## config.mk

```make
export PLATFORM = sky130hd
export DESIGN_NAME = cosine_similarity_stream
export DESIGN_NICKNAME = d
export VERILOG_FILES = /design/src/rtl/core/csim_pkg.sv /design/src/rtl/core/csim_mul.sv /design/src/rtl/core/csim_sqrt.sv /design/src/rtl/core/csim_div.sv /design/src/rtl/core/cosine_similarity_stream.sv
export SDC_FILE = /design/constraint.sdc
export NUM_CORES = 2
export LEC_CHECK = 0
export BUFFER_PORTS_ARGS = -buffer_cell sky130_fd_sc_hd__buf_2
export CORE_ASPECT_RATIO = 1.1
export CORE_MARGIN = 2
export CORE_UTILIZATION = 60
export DETAILED_ROUTE_END_ITERATION = 10
export PLACE_DENSITY = 0.77
export SLEW_MARGIN = 20
export SYNTH_ARGS = -nofsm -noshare
export SYNTH_HDL_FRONTEND = slang
export SYNTH_SLANG_ARGS = --single-unit
```

## constraint.sdc

```tcl
create_clock -name i_clk -period 12.04 [get_ports i_clk]
set_input_delay 0.602 -clock i_clk [delete_from_list [all_inputs] [get_ports i_clk]]
set_output_delay 0.602 -clock i_clk [all_outputs]
set_load 0.01 [all_outputs]
```

## src/rtl/core/csim_pkg.sv

```systemverilog
package csim_pkg;

    // element and accumulator sizes
    localparam int ELEM_W        = 16;
    localparam int LOG_MAX_PAIRS = 16;
    localparam int CNT_W         = LOG_MAX_PAIRS + 1;
    localparam int PROD_W        = 2 * ELEM_W;
    localparam int SUM_W         = 48;

    // norm product is built from ELEM_W digits of each norm sum
    localparam int NDIG      = (SUM_W + ELEM_W - 1) / ELEM_W;
    localparam int DIG_IDX_W = (NDIG > 1) ? $clog2(NDIG) : 1;
    localparam int SH_W      = $clog2(2 * NDIG);
    localparam int PAD_W     = NDIG * ELEM_W;
    localparam int BIG_W     = 2 * PAD_W;

    // square root and quotient
    localparam int ROOT_W    = PAD_W;
    localparam int REM_W     = ROOT_W + 2;
    localparam int SQ_CNT_W  = $clog2(ROOT_W);
    localparam int SIM_W     = 16;
    localparam int DIV_CNT_W = $clog2(SIM_W);

    // result fields
    localparam int STAT_W     = 2;
    localparam int CNT_OUT_W  = 17;
    localparam logic [CNT_OUT_W-1:0] COUNT_MAX = '1;

    // status codes
    localparam logic [STAT_W-1:0] ST_OK   = 2'd0;
    localparam logic [STAT_W-1:0] ST_ZERO = 2'd1;
    localparam logic [STAT_W-1:0] ST_LONG = 2'd2;

endpackage

```

## src/rtl/core/csim_mul.sv

```systemverilog
module csim_mul (
    input  logic                        i_clk,
    input  logic [csim_pkg::ELEM_W-1:0] i_x,
    input  logic [csim_pkg::ELEM_W-1:0] i_y,
    output logic [csim_pkg::PROD_W-1:0] o_p
);

    logic [csim_pkg::PROD_W-1:0] r_p;

    // shared multiplier, product registered
    always_ff @(posedge i_clk) begin
        r_p <= csim_pkg::PROD_W'(i_x) * csim_pkg::PROD_W'(i_y);
    end

    assign o_p = r_p;

endmodule

```

## src/rtl/core/csim_sqrt.sv

```systemverilog
module csim_sqrt (
    input  logic                        i_clk,
    input  logic                        i_rst_n,
    input  logic                        i_start,
    input  logic [csim_pkg::BIG_W-1:0]  i_rad,
    output logic                        o_done,
    output logic [csim_pkg::ROOT_W-1:0] o_root
);

    localparam logic [csim_pkg::SQ_CNT_W-1:0] SQ_LAST =
        csim_pkg::SQ_CNT_W'(csim_pkg::ROOT_W - 1);

    logic                          r_busy;
    logic                          r_done;
    logic [csim_pkg::SQ_CNT_W-1:0] r_cnt;
    logic [csim_pkg::BIG_W-1:0]    r_rad;
    logic [csim_pkg::REM_W-1:0]    r_rem;
    logic [csim_pkg::ROOT_W-1:0]   r_root;

    logic [csim_pkg::REM_W-1:0] rem_sh;
    logic [csim_pkg::REM_W-1:0] trial;
    logic                       fits;

    // one root bit per step: bring down two radicand bits, trial subtract
    assign rem_sh = {r_rem[csim_pkg::REM_W-3:0], r_rad[csim_pkg::BIG_W-1 -: 2]};
    assign trial  = {r_root, 2'b01};
    assign fits   = (rem_sh >= trial);

    // control
    always_ff @(posedge i_clk) begin
        if (!i_rst_n) begin
            r_busy <= 1'b0;
            r_done <= 1'b0;
        end else begin
            r_done <= 1'b0;
            if (i_start) begin
                r_busy <= 1'b1;
            end else if (r_busy && r_cnt == SQ_LAST) begin
                r_busy <= 1'b0;
                r_done <= 1'b1;
            end
        end
    end

    // datapath
    always_ff @(posedge i_clk) begin
        if (i_start) begin
            r_rad  <= i_rad;
            r_rem  <= '0;
            r_root <= '0;
            r_cnt  <= '0;
        end else if (r_busy) begin
            r_rad  <= r_rad << 2;
            r_rem  <= fits ? (rem_sh - trial) : rem_sh;
            r_root <= {r_root[csim_pkg::ROOT_W-2:0], fits};
            r_cnt  <= r_cnt + 1'b1;
        end
    end

    assign o_done = r_done;
    assign o_root = r_root;

endmodule

```

## src/rtl/core/csim_div.sv

```systemverilog
module csim_div (
    input  logic                        i_clk,
    input  logic                        i_rst_n,
    input  logic                        i_start,
    input  logic [csim_pkg::SUM_W-1:0]  i_num,
    input  logic [csim_pkg::ROOT_W-1:0] i_den,
    output logic                        o_done,
    output logic [csim_pkg::SIM_W-1:0]  o_quo
);

    localparam logic [csim_pkg::DIV_CNT_W-1:0] DIV_LAST =
        csim_pkg::DIV_CNT_W'(csim_pkg::SIM_W - 1);

    logic                           r_busy;
    logic                           r_done;
    logic [csim_pkg::DIV_CNT_W-1:0] r_cnt;
    logic [csim_pkg::ROOT_W-1:0]    r_rem;
    logic [csim_pkg::ROOT_W-1:0]    r_den;
    logic [csim_pkg::SIM_W-1:0]     r_quo;

    logic [csim_pkg::ROOT_W-1:0] num_ext;
    logic                        sat;
    logic [csim_pkg::ROOT_W:0]   rem_sh;
    logic [csim_pkg::ROOT_W:0]   diff;
    logic                        fits;

    // quotient of num * 2^16 saturates exactly when num >= den
    assign num_ext = csim_pkg::ROOT_W'(i_num);
    assign sat     = (num_ext >= i_den);

    // restoring division, one quotient bit per step
    assign rem_sh = {r_rem, 1'b0};
    assign diff   = rem_sh - {1'b0, r_den};
    assign fits   = (rem_sh >= {1'b0, r_den});

    // control
    always_ff @(posedge i_clk) begin
        if (!i_rst_n) begin
            r_busy <= 1'b0;
            r_done <= 1'b0;
        end else begin
            r_done <= 1'b0;
            if (i_start) begin
                r_busy <= !sat;
                r_done <= sat;
            end else if (r_busy && r_cnt == DIV_LAST) begin
                r_busy <= 1'b0;
                r_done <= 1'b1;
            end
        end
    end

    // datapath
    always_ff @(posedge i_clk) begin
        if (i_start) begin
            r_rem <= num_ext;
            r_den <= i_den;
            r_cnt <= '0;
            r_quo <= sat ? '1 : '0;
        end else if (r_busy) begin
            r_rem <= fits ? diff[csim_pkg::ROOT_W-1:0] : rem_sh[csim_pkg::ROOT_W-1:0];
            r_quo <= {r_quo[csim_pkg::SIM_W-2:0], fits};
            r_cnt <= r_cnt + 1'b1;
        end
    end

    assign o_done = r_done;
    assign o_quo  = r_quo;

endmodule

```

## src/rtl/core/cosine_similarity_stream.sv

```systemverilog
// cosine similarity of two streamed unsigned vectors
// input channel: i_valid / o_stall with i_elem_a, i_elem_b, i_last_pair; one element
//   pair per request, a request is taken when i_valid is high and o_stall is low
// output channel: o_valid / i_stall with o_similarity (unsigned Q0.16, 1.0 shows as
//   65535), o_status (0 ok, 1 zero norm, 2 too many pairs) and o_pair_count
// each pair goes through one shared 16x16 multiplier three times, so a pair that
//   is not last holds o_stall in S_DOT, S_SQA, S_SQB and S_ACC, until back in S_IDLE
// a last pair also runs the norm product (9 multiplier passes), a 48-step square
//   root and a 16-step divide before its result shows; a saturating quotient
//   skips the divide steps, and a zero norm skips all three
// pairs beyond 65536 per vector are dropped and flag status 2
// reset clears the sums, the pair count and the output valid flag; no result pending
// while the receiver stalls, the result holds in the output register and the
//   block keeps taking pairs; a later last pair waits until that result is taken
module cosine_similarity_stream (
    input  logic                           i_clk,
    input  logic                           i_rst_n,
    input  logic                           i_valid,
    output logic                           o_stall,
    input  logic [15:0]                    i_elem_a,
    input  logic [15:0]                    i_elem_b,
    input  logic                           i_last_pair,
    output logic                           o_valid,
    input  logic                           i_stall,
    output logic [csim_pkg::SIM_W-1:0]     o_similarity,
    output logic [csim_pkg::STAT_W-1:0]    o_status,
    output logic [csim_pkg::CNT_OUT_W-1:0] o_pair_count
);

    typedef enum logic [3:0] {
        S_IDLE,
        S_DOT,
        S_SQA,
        S_SQB,
        S_ACC,
        S_CHECK,
        S_PROD,
        S_PDRAIN,
        S_RSTART,
        S_ROOT,
        S_DIV,
        S_DONE
    } t_state;

    localparam int DIG_LAST_W = csim_pkg::DIG_IDX_W;
    localparam logic [DIG_LAST_W-1:0] DIG_LAST = DIG_LAST_W'(csim_pkg::NDIG - 1);

    t_state                          r_state, n_state;
    logic [csim_pkg::ELEM_W-1:0]     r_a, n_a;
    logic [csim_pkg::ELEM_W-1:0]     r_b, n_b;
    logic                            r_last, n_last;
    logic [csim_pkg::SUM_W-1:0]      r_dot, n_dot;
    logic [csim_pkg::SUM_W-1:0]      r_na, n_na;
    logic [csim_pkg::SUM_W-1:0]      r_nb, n_nb;
    logic [csim_pkg::CNT_W-1:0]      r_cnt, n_cnt;
    logic                            r_long, n_long;
    logic [csim_pkg::BIG_W-1:0]      r_big, n_big;
    logic [csim_pkg::DIG_IDX_W-1:0]  r_di, n_di;
    logic [csim_pkg::DIG_IDX_W-1:0]  r_dj, n_dj;
    logic                            r_pv, n_pv;
    logic [csim_pkg::SH_W-1:0]       r_psh, n_psh;
    logic [csim_pkg::SIM_W-1:0]      r_sim, n_sim;
    logic [csim_pkg::STAT_W-1:0]     r_stat, n_stat;
    logic                            r_out_valid, n_out_valid;
    logic [csim_pkg::SIM_W-1:0]      r_out_sim, n_out_sim;
    logic [csim_pkg::STAT_W-1:0]     r_out_stat, n_out_stat;
    logic [csim_pkg::CNT_OUT_W-1:0]  r_out_cnt, n_out_cnt;

    logic [csim_pkg::ELEM_W-1:0]     mul_x;
    logic [csim_pkg::ELEM_W-1:0]     mul_y;
    logic [csim_pkg::PROD_W-1:0]     mul_p;
    logic [csim_pkg::PAD_W-1:0]      na_pad;
    logic [csim_pkg::PAD_W-1:0]      nb_pad;
    logic [csim_pkg::BIG_W-1:0]      part_shifted;
    logic                            sqrt_start;
    logic                            sqrt_done;
    logic [csim_pkg::ROOT_W-1:0]     sqrt_root;
    logic                            div_start;
    logic                            div_done;
    logic [csim_pkg::SIM_W-1:0]      div_quo;
    logic                            in_take;
    logic                            out_free;

    // saturating add of a product into a running sum
    function automatic logic [csim_pkg::SUM_W-1:0] sat_add(
        input logic [csim_pkg::SUM_W-1:0]  sum,
        input logic [csim_pkg::PROD_W-1:0] prod
    );
        logic [csim_pkg::SUM_W:0] s;
        s = {1'b0, sum} + (csim_pkg::SUM_W + 1)'(prod);
        return s[csim_pkg::SUM_W] ? '1 : s[csim_pkg::SUM_W-1:0];
    endfunction

    // shared units
    csim_mul u_mul (
        .i_clk (i_clk),
        .i_x   (mul_x),
        .i_y   (mul_y),
        .o_p   (mul_p)
    );

    csim_sqrt u_sqrt (
        .i_clk   (i_clk),
        .i_rst_n (i_rst_n),
        .i_start (sqrt_start),
        .i_rad   (r_big),
        .o_done  (sqrt_done),
        .o_root  (sqrt_root)
    );

    csim_div u_div (
        .i_clk   (i_clk),
        .i_rst_n (i_rst_n),
        .i_start (div_start),
        .i_num   (r_dot),
        .i_den   (sqrt_root),
        .o_done  (div_done),
        .o_quo   (div_quo)
    );

    // handshakes
    assign o_stall  = (r_state != S_IDLE);
    assign in_take  = i_valid && (r_state == S_IDLE);
    assign out_free = !r_out_valid || !i_stall;

    // digits of the norm sums for the wide product
    assign na_pad       = csim_pkg::PAD_W'(r_na);
    assign nb_pad       = csim_pkg::PAD_W'(r_nb);
    assign part_shifted = csim_pkg::BIG_W'(mul_p) << (int'(r_psh) * csim_pkg::ELEM_W);

    // multiplier operand select
    always_comb begin
        case (r_state)
            S_SQA: begin
                mul_x = r_a;
                mul_y = r_a;
            end
            S_SQB: begin
                mul_x = r_b;
                mul_y = r_b;
            end
            S_PROD: begin
                mul_x = na_pad[r_di * csim_pkg::ELEM_W +: csim_pkg::ELEM_W];
                mul_y = nb_pad[r_dj * csim_pkg::ELEM_W +: csim_pkg::ELEM_W];
            end
            default: begin
                mul_x = r_a;
                mul_y = r_b;
            end
        endcase
    end

    // sequencer next state
    always_comb begin
        n_state     = r_state;
        n_a         = r_a;
        n_b         = r_b;
        n_last      = r_last;
        n_dot       = r_dot;
        n_na        = r_na;
        n_nb        = r_nb;
        n_cnt       = r_cnt;
        n_long      = r_long;
        n_big       = r_big;
        n_di        = r_di;
        n_dj        = r_dj;
        n_pv        = r_pv;
        n_psh       = r_psh;
        n_sim       = r_sim;
        n_stat      = r_stat;
        n_out_valid = r_out_valid && i_stall;
        n_out_sim   = r_out_sim;
        n_out_stat  = r_out_stat;
        n_out_cnt   = r_out_cnt;
        sqrt_start  = 1'b0;
        div_start   = 1'b0;

        case (r_state)
            S_IDLE: begin
                if (in_take) begin
                    n_a    = csim_pkg::ELEM_W'(i_elem_a);
                    n_b    = csim_pkg::ELEM_W'(i_elem_b);
                    n_last = i_last_pair;
                    if (r_cnt[csim_pkg::LOG_MAX_PAIRS]) begin
                        // vector full: drop the pair
                        n_long  = 1'b1;
                        n_state = i_last_pair ? S_CHECK : S_IDLE;
                    end else begin
                        n_state = S_DOT;
                    end
                end
            end
            S_DOT: begin
                n_state = S_SQA;
            end
            S_SQA: begin
                n_dot   = sat_add(r_dot, mul_p);
                n_state = S_SQB;
            end
            S_SQB: begin
                n_na    = sat_add(r_na, mul_p);
                n_state = S_ACC;
            end
            S_ACC: begin
                n_nb    = sat_add(r_nb, mul_p);
                n_cnt   = r_cnt + 1'b1;
                n_state = r_last ? S_CHECK : S_IDLE;
            end
            S_CHECK: begin
                if (r_na == '0 || r_nb == '0) begin
                    n_sim   = '0;
                    n_stat  = r_long ? csim_pkg::ST_LONG : csim_pkg::ST_ZERO;
                    n_state = S_DONE;
                end else begin
                    n_big   = '0;
                    n_di    = '0;
                    n_dj    = '0;
                    n_pv    = 1'b0;
                    n_state = S_PROD;
                end
            end
            S_PROD: begin
                // issue one digit product, add the one issued before
                if (r_pv) begin
                    n_big = r_big + part_shifted;
                end
                n_pv  = 1'b1;
                n_psh = csim_pkg::SH_W'(r_di) + csim_pkg::SH_W'(r_dj);
                if (r_dj == DIG_LAST) begin
                    n_dj = '0;
                    if (r_di == DIG_LAST) begin
                        n_state = S_PDRAIN;
                    end else begin
                        n_di = r_di + 1'b1;
                    end
                end else begin
                    n_dj = r_dj + 1'b1;
                end
            end
            S_PDRAIN: begin
                n_big   = r_big + part_shifted;
                n_state = S_RSTART;
            end
            S_RSTART: begin
                sqrt_start = 1'b1;
                n_state    = S_ROOT;
            end
            S_ROOT: begin
                if (sqrt_done) begin
                    div_start = 1'b1;
                    n_state   = S_DIV;
                end
            end
            S_DIV: begin
                if (div_done) begin
                    n_sim   = div_quo;
                    n_stat  = r_long ? csim_pkg::ST_LONG : csim_pkg::ST_OK;
                    n_state = S_DONE;
                end
            end
            S_DONE: begin
                // hand the result over and clear for the next vector
                if (out_free) begin
                    n_out_valid = 1'b1;
                    n_out_sim   = r_sim;
                    n_out_stat  = r_stat;
                    if (csim_pkg::CNT_W > csim_pkg::CNT_OUT_W
                            && r_cnt > csim_pkg::CNT_W'(csim_pkg::COUNT_MAX)) begin
                        n_out_cnt = csim_pkg::COUNT_MAX;
                    end else begin
                        n_out_cnt = csim_pkg::CNT_OUT_W'(r_cnt);
                    end
                    n_dot   = '0;
                    n_na    = '0;
                    n_nb    = '0;
                    n_cnt   = '0;
                    n_long  = 1'b0;
                    n_state = S_IDLE;
                end
            end
            default: begin
                n_state = S_IDLE;
            end
        endcase
    end

    // state and registered outputs
    always_ff @(posedge i_clk) begin
        if (!i_rst_n) begin
            r_state     <= S_IDLE;
            r_dot       <= '0;
            r_na        <= '0;
            r_nb        <= '0;
            r_cnt       <= '0;
            r_long      <= 1'b0;
            r_out_valid <= 1'b0;
        end else begin
            r_state     <= n_state;
            r_dot       <= n_dot;
            r_na        <= n_na;
            r_nb        <= n_nb;
            r_cnt       <= n_cnt;
            r_long      <= n_long;
            r_out_valid <= n_out_valid;
        end
        r_a        <= n_a;
        r_b        <= n_b;
        r_last     <= n_last;
        r_big      <= n_big;
        r_di       <= n_di;
        r_dj       <= n_dj;
        r_pv       <= n_pv;
        r_psh      <= n_psh;
        r_sim      <= n_sim;
        r_stat     <= n_stat;
        r_out_sim  <= n_out_sim;
        r_out_stat <= n_out_stat;
        r_out_cnt  <= n_out_cnt;
    end

    assign o_valid      = r_out_valid;
    assign o_similarity = r_out_sim;
    assign o_status     = r_out_stat;
    assign o_pair_count = r_out_cnt;

endmodule

```

# Word level (Yosys, flattened, before mapping)
# Index checks and enable logic that the tools add are counted.
[classes] n_shift=3 n_bitwise=1 mul=1 eq_ne=26 n_reduce_logical=36 addsub=12 order_cmp=3 muxes=66
[ops] op="2-to-1 mux 48 bit" n=8
[ops] op="2-to-1 mux 96 bit" n=4
[ops] op="one-hot mux 48 bit (2 select lines)" n=3
[ops] op="one-hot mux 96 bit (3 select lines)" n=1
[ops] op="adder 48 x 32 -> 49 bit" n=3
[ops] op="adder 96 bit" n=1
[ops] op="logical NOT 48 bit" n=2
[ops] op="one-hot mux 16 bit (2 select lines)" n=3
[ops] op="indexed part select 48 x 7 -> 16 bit" n=2
[ops] op="<< shifter 32 x 7 -> 96 bit" n=1
[ops] op="subtractor 48 bit" n=2
[ops] op="2-to-1 mux 16 bit" n=5
[ops] op="greater-or-equal comparator 50 bit" n=1
[ops] op="greater-or-equal comparator 49 x 48 -> 1 bit" n=1
[ops] op="greater-or-equal comparator 48 bit" n=1
[ops] op="one-hot mux 4 bit (12 select lines)" n=1
[ops] op="one-hot mux 17 bit (2 select lines)" n=1
[ops] op="multiplier 16 x 16 -> 32 bit" n=1
[ops] op="2-to-1 mux 4 bit" n=7
[ops] op="equality test 4 bit (second input constant)" n=5
[ops] op="nonzero test 2 bit" n=10
[ops] op="inequality test 2 bit (second input constant)" n=9
[ops] op="adder 17 x 1 -> 17 bit (second input constant)" n=1
[ops] op="2-to-1 mux 17 bit" n=1
[ops] op="27 further kinds" n=74
[totals] out_inout_bits=37 reg_bits=707 wordCells=181

# Longest topological paths before layout
[logic_depth] depth_word=4 ltp_mapped=33 mapped_depth_nobuf=30

# Cells and area by module
# From an unflattened synthesis, not the netlist that was laid out.
[hier_totals] hier_cells=6176 hier_area_um2=55341.8
[by_module_without_submodules] mod="cosine_similarity_stream" n_inst=1 area_per_inst_um2=26615.5 cells_each=3197
[by_module_without_submodules] mod="csim_sqrt" n_inst=1 area_per_inst_um2=10600.2 cells_each=1018
[by_module_without_submodules] mod="csim_mul" n_inst=1 area_per_inst_um2=9230.1 cells_each=1019
[by_module_without_submodules] mod="csim_div" n_inst=1 area_per_inst_um2=8896.0 cells_each=942

# Least setup slack after synthesis
# Ideal clock, no wire load.
[synth_path] kind="reg2reg" start="register r_state[2]" end="register u_mul.r_p (netlist bit u_mul.o_p[31])" arrival_ns=8.230 stages_incl_launch_ff=33 setup_time_ns=0.072 path_slack_ns=3.738 path_cell_list="dfxtp_1 > clkbuf_1 > nor2b_1 > nand2_1 > clkinv_1 > nor2_1 > clkbuf_1 > buf_1 > a221oi_1 > nor2_1 > fa_1 > inv_1 > fa_1 > fa_1 > fa_1 > inv_1 > fa_1 > inv_1 > fa_1 > inv_1 > ha_1 > a21oi_1 > o21bai_1 > a21o_1 > a211oi_1 > o21bai_1 > a2111oi_0 > nor4_1 > nor2_1 > a21oi_1 > a21o_1 > a21oi_1 > xnor2_1"
[synth_via] elab_chain_cells=3
[synth_rtl] item="start, declared" line_no="cosine_similarity_stream.sv:48" rtl="t_state r_state, n_state;"
[synth_rtl] item="start signal, assigned" line_no="cosine_similarity_stream.sv:298" rtl="r_state <= n_state;"
[synth_rtl] item="equality test 4 x 3 -> 1 bit / equality test 4 x 2 -> 1 bit (equally long branches)" line_no="cosine_similarity_stream.sv:133" rtl="case (r_state)"
[synth_rtl] item="one-hot mux 16 bit (2 select lines)" line_no="cosine_similarity_stream.sv:133"
[synth_rtl] item="multiplier 16 x 16 -> 32 bit *" line_no="csim_mul.sv:12" rtl="r_p <= csim_pkg::PROD_W'(i_x) * csim_pkg::PROD_W'(i_y);"
[synth_rtl] item="end signal, assigned" line_no="csim_mul.sv:12"
[synth_rtl] item="end, declared" line_no="csim_mul.sv:8" rtl="logic [csim_pkg::PROD_W-1:0] r_p;"
# Mark *: on every way between the ends. The rest lies on a longest branch, timed or not.
# A chain may end at the register's enable or synchronous reset.

# Worst setup path after layout
[layout_path] start="register r_state[3]" end="register u_mul.r_p (netlist bit u_mul.o_p[31])"
# The elaborated chain is that of the path after synthesis.

==> run summary <==
status = complete, no violations
worst-margin pin slew = 1.28 ns
unrepaired setup endpoints after global routing = no
grt ovf = 0
GR peak layer = met2
R2R Path Start = r_state[3]$_SDFFE_PN0P_
Max stage delay on crit path = 0.82 ns
f_max = 103 MHz
Tmin final = 9.68 ns
sw frac = 47.9%
met3 Usage GRT = 5.13%
area grow syn2layout = 7.29%
CP endpoint kind = flip-flop
wire length per cell = 20.9 um
hpwl dp = 115000 um
Setup-failing EPs final = 0
CP max-delay cell = a221oi_1
CTS tree = yes
setup TNS = 0 ns
clock share of power = 13.1%
cell area after synthesis = 54500 um2
largest net degree at the start of global routing = 179
GPL Wtd Cong = 0.989
crit path to = u_mul.o_p[31]$_DFF_P_
Remaining DRCs = 0
skew final = 0.0395 ns
Hold Startpoint = i_elem_a[9]
Leak = 25.0 nW
fin. max-slew vios = 0
Area contributors post-synth = edfxtp_1 22%, dfxtp_1 11%, ha_1 10%
Hold Buf Count CTS = 0
Yosys top cell area share = 21.9%
wire length of the first global-routing pass = 246000 um
most used cell, CP = fa_1
Crit path depth = 30
WP buf/inv = 6
Tcrit/Tclk final = 80.4%
Pre-antenna DRT Iters = 6
switching power = 8.99 mW
Post-synth ARST share = 0%
Synth Register Bits = 707
data required time of the worst path = 12.63 ns
total wire length = 155000 um
core area = 89800 um2
Seq/Total Area, Yosys = 33.3%
r2r worst-path depth = 30
die height = 320 um
Synth Instances = 6274
Hold Path Class = in -> reg
number of CTS-inserted buffers = 78
hold depth = 1
crit path kind = reg -> reg
gr usage total = 32.9%
Yosys top cell by area = edfxtp_1
initial antenna violation count = 0
CP arrival = 10.27 ns
Reg clk slew, reported paths = 0.06 ns
die width = 291 um
startpoint types = flip-flop
IO Port Bufs = 73
Cell Pwr Density = 321 nW/um2
GR met1 Demand/Resource = 42.1%
Int Pwr = 9.80 mW
Cell Rows = 115
Netlist cell types = 87
yosys warns = 0
CP startpoint = r_state[3]$_SDFFE_PN0P_
worst skew pair latency = 0.67 ns
CTS max path bufs = 3
die area = 93300 um2
routing usage on met2 = 53.6%
Main synth FF type = edfxtp_1
R2R setup slack = 2.36 ns
share of cells above drive strength 1 = 5.30%
vias per cell = 6.28
post-CTS setup buffers = 0
Gate power share = 69.7%
Starting DRT DRC Count = 4030
Max Cap Viol = 0
Final ANT Viol Nets = 0
FF-to-FF End = u_mul.o_p[31]$_DFF_P_
final layout net count = 6879
maximum VDD drop = 1570 uV
Max H-tree Level = 3
starting density of the core = 60.7%
CTS sink count = 707
relative slew slack = 14.9%
Top delay family on crit path = adder cells
Flop pwr share = 17.2%
Hold Vio Cnt, Final = 0
via count = 46700
vias in the first global route = 45200
root buffer cell = clkbuf_16
Max FO, Critical Path = 28
syn_area_per_cell = 8.69 um2
Synthesized Nets = 6958
io pins = 74
PostCTS Resize Cnt = 0
Post-synth EDFFs = 398
Power, Total = 18.8 mW
## metal layers
layer / vias up / wire length (um)
met5: - / 0
li1: 22100 / -
met3: 471 / 11900
met4: 0 / 9550
met2: 1844 / 71500
met1: 22300 / 62500
## cell usage after synthesis (14+ instances only)
| cell | instances |
|---|---|
| nand2_1 | 771 |
| nor2_1 | 633 |
| a21oi_1 | 564 |
| ha_1 | 447 |
| inv_1 | 437 |
| edfxtp_1 | 398 |
| dfxtp_1 | 309 |
| o21ai_0 | 308 |
| clkbuf_1 | 282 |
| fa_1 | 200 |
| a21o_1 | 170 |
| xnor2_1 | 168 |
| mux2i_1 | 157 |
| xor2_1 | 122 |
| nand3_1 | 114 |
| nand4_1 | 107 |
| a211oi_1 | 99 |
| and2_1 | 82 |
| nor3_1 | 77 |
| nand2b_1 | 74 |
| o21bai_1 | 60 |
| nor2b_1 | 58 |
| and3_1 | 53 |
| nor4_1 | 42 |
| o21a_1 | 41 |
| a31oi_1 | 36 |
| a221oi_1 | 32 |
| a311oi_1 | 30 |
| or3_1 | 30 |
| o211ai_1 | 29 |
| o31ai_1 | 29 |
| a22oi_1 | 24 |
| a22o_1 | 23 |
| a221o_1 | 18 |
| or2_2 | 18 |
| o21ai_1 | 17 |
| o31a_1 | 15 |
| a41oi_1 | 14 |
## sequential cells by signal, indices dropped and copies added (netlist names), 6 cells and up
| register | cells |
|---|---|
| u_mul.o_p | 32 |
| u_div.r_den | 48 |
| nb_pad | 48 |
| o_pair_count | 17 |
| u_div.r_rem | 48 |
| r_a | 16 |
| r_sim | 16 |
| r_b | 16 |
| u_div.o_quo | 16 |
| r_big | 96 |
| u_sqrt.o_root | 48 |
| u_sqrt.r_rad | 96 |
| u_sqrt.r_rem | 48 |
| u_sqrt.r_cnt | 6 |
| o_similarity | 16 |
| r_cnt | 17 |
| na_pad | 48 |
| r_dot | 48 |
## layout make-up
| cell class | count | area (um2) |
|---|---|---|
| Multi-Input combinational cell | 4820 | 33600 |
| Fill cell | 7487 | 31300 |
| Sequential cell | 707 | 18100 |
| Clock buffer | 108 | 2190 |
| Inverter | 438 | 1640 |
| Tap cell | 1170 | 1460 |
| Timing Repair Buffer | 150 | 955 |
| Clock inverter | 38 | 469 |
| Antenna cell | 1 | 2.50 |
## worst reg2reg max path, delay by kind of cell, from the launching register on
family | cells | cell delay [ns]
fa+ha+maj | 7 | 3.53
xor+xnor | 1 | 0.13
compound gates | 10 | 2.67
buf+inv | 6 | 1.11
flops | 1 | 0.43
simple gates | 6 | 1.74
## worst min-delay path by stage
stage	slack (ns)	endpoint
2_1_floorplan	0.40	o_similarity[0]$_DFFE_PP_
3_3_place_gp	0.40	o_similarity[6]$_DFFE_PP_
3_5_place_dp	0.41	o_similarity[10]$_DFFE_PP_
4_1_cts	0.11	r_b[14]$_DFFE_PP_
5_1_grt	0.12	r_b[14]$_DFFE_PP_
6_report	0.13	r_a[9]$_DFFE_PP_
## cells by family after synthesis
logic type,after synthesis,share of synthesized area [%]
adder cells (fa/ha/maj),647,17.6
AO/OA/AOI/OAI,1618,18.8
XOR/XNOR,290,4.66
multiplexers,166,3.07
buffers and inverters,747,5.23
flip-flops,707,33.3
AND/OR/NAND/NOR,2099,17.3
## layout by cell type (no fill, tap or decap), types with 19 or more instances in the layout
cell	netlist	layout
o21ai_0	308	308
fa_1	200	200
xor2_1	122	122
a21oi_1	564	563
edfxtp_1	398	398
clkbuf_16	0	79
nand2_1	771	769
a221oi_1	32	32
o21a_1	41	41
nor2_1	633	629
nand3_1	114	114
clkbuf_1	282	19
o31ai_1	29	29
buf_4	2	73
buf_2	10	74
and3_1	53	53
a22o_1	23	23
inv_1	437	435
a22oi_1	24	24
ha_1	447	447
and2_1	82	82
a311oi_1	30	30
nor3_1	77	74
a211oi_1	99	99
dfxtp_1	309	308
nand2b_1	74	72
xnor2_1	168	168
nand4_1	107	107
or3_1	30	29
o211ai_1	29	29
a21o_1	170	170
nor2b_1	58	58
o21bai_1	60	60
a31oi_1	36	36
mux2i_1	157	157
nor4_1	42	42
## metrics by stage
step / std cells / hold WS [ns] / instance area [um2] / setup slack [ns] / utilization [%]
2_1_floorplan: 6274 / 0.400 / 54500 / 3.74 / -
3_3_place_gp: 7283 / 0.402 / 55800 / 2.56 / 62.2
3_5_place_dp: 7283 / 0.406 / 55800 / 2.29 / 62.2
4_1_cts: 7429 / 0.107 / 58500 / 2.27 / 65.1
5_1_grt: 7431 / 0.122 / 58500 / 1.56 / 65.2
6_report: 7432 / 0.128 / 58500 / 2.36 / 65.2
## power by group through the flow
stage	Sequential, mW	Clock, mW	Combinational, mW
2_1_floorplan	3.10	0	9.98
6_report	3.23	2.46	13.1
3_5_place_dp	3.26	0	13.1
5_1_grt	3.23	2.58	14.8
3_3_place_gp	3.26	0	12.9
4_1_cts	3.21	2.49	13.2
(Power assumes the default switching activity.)
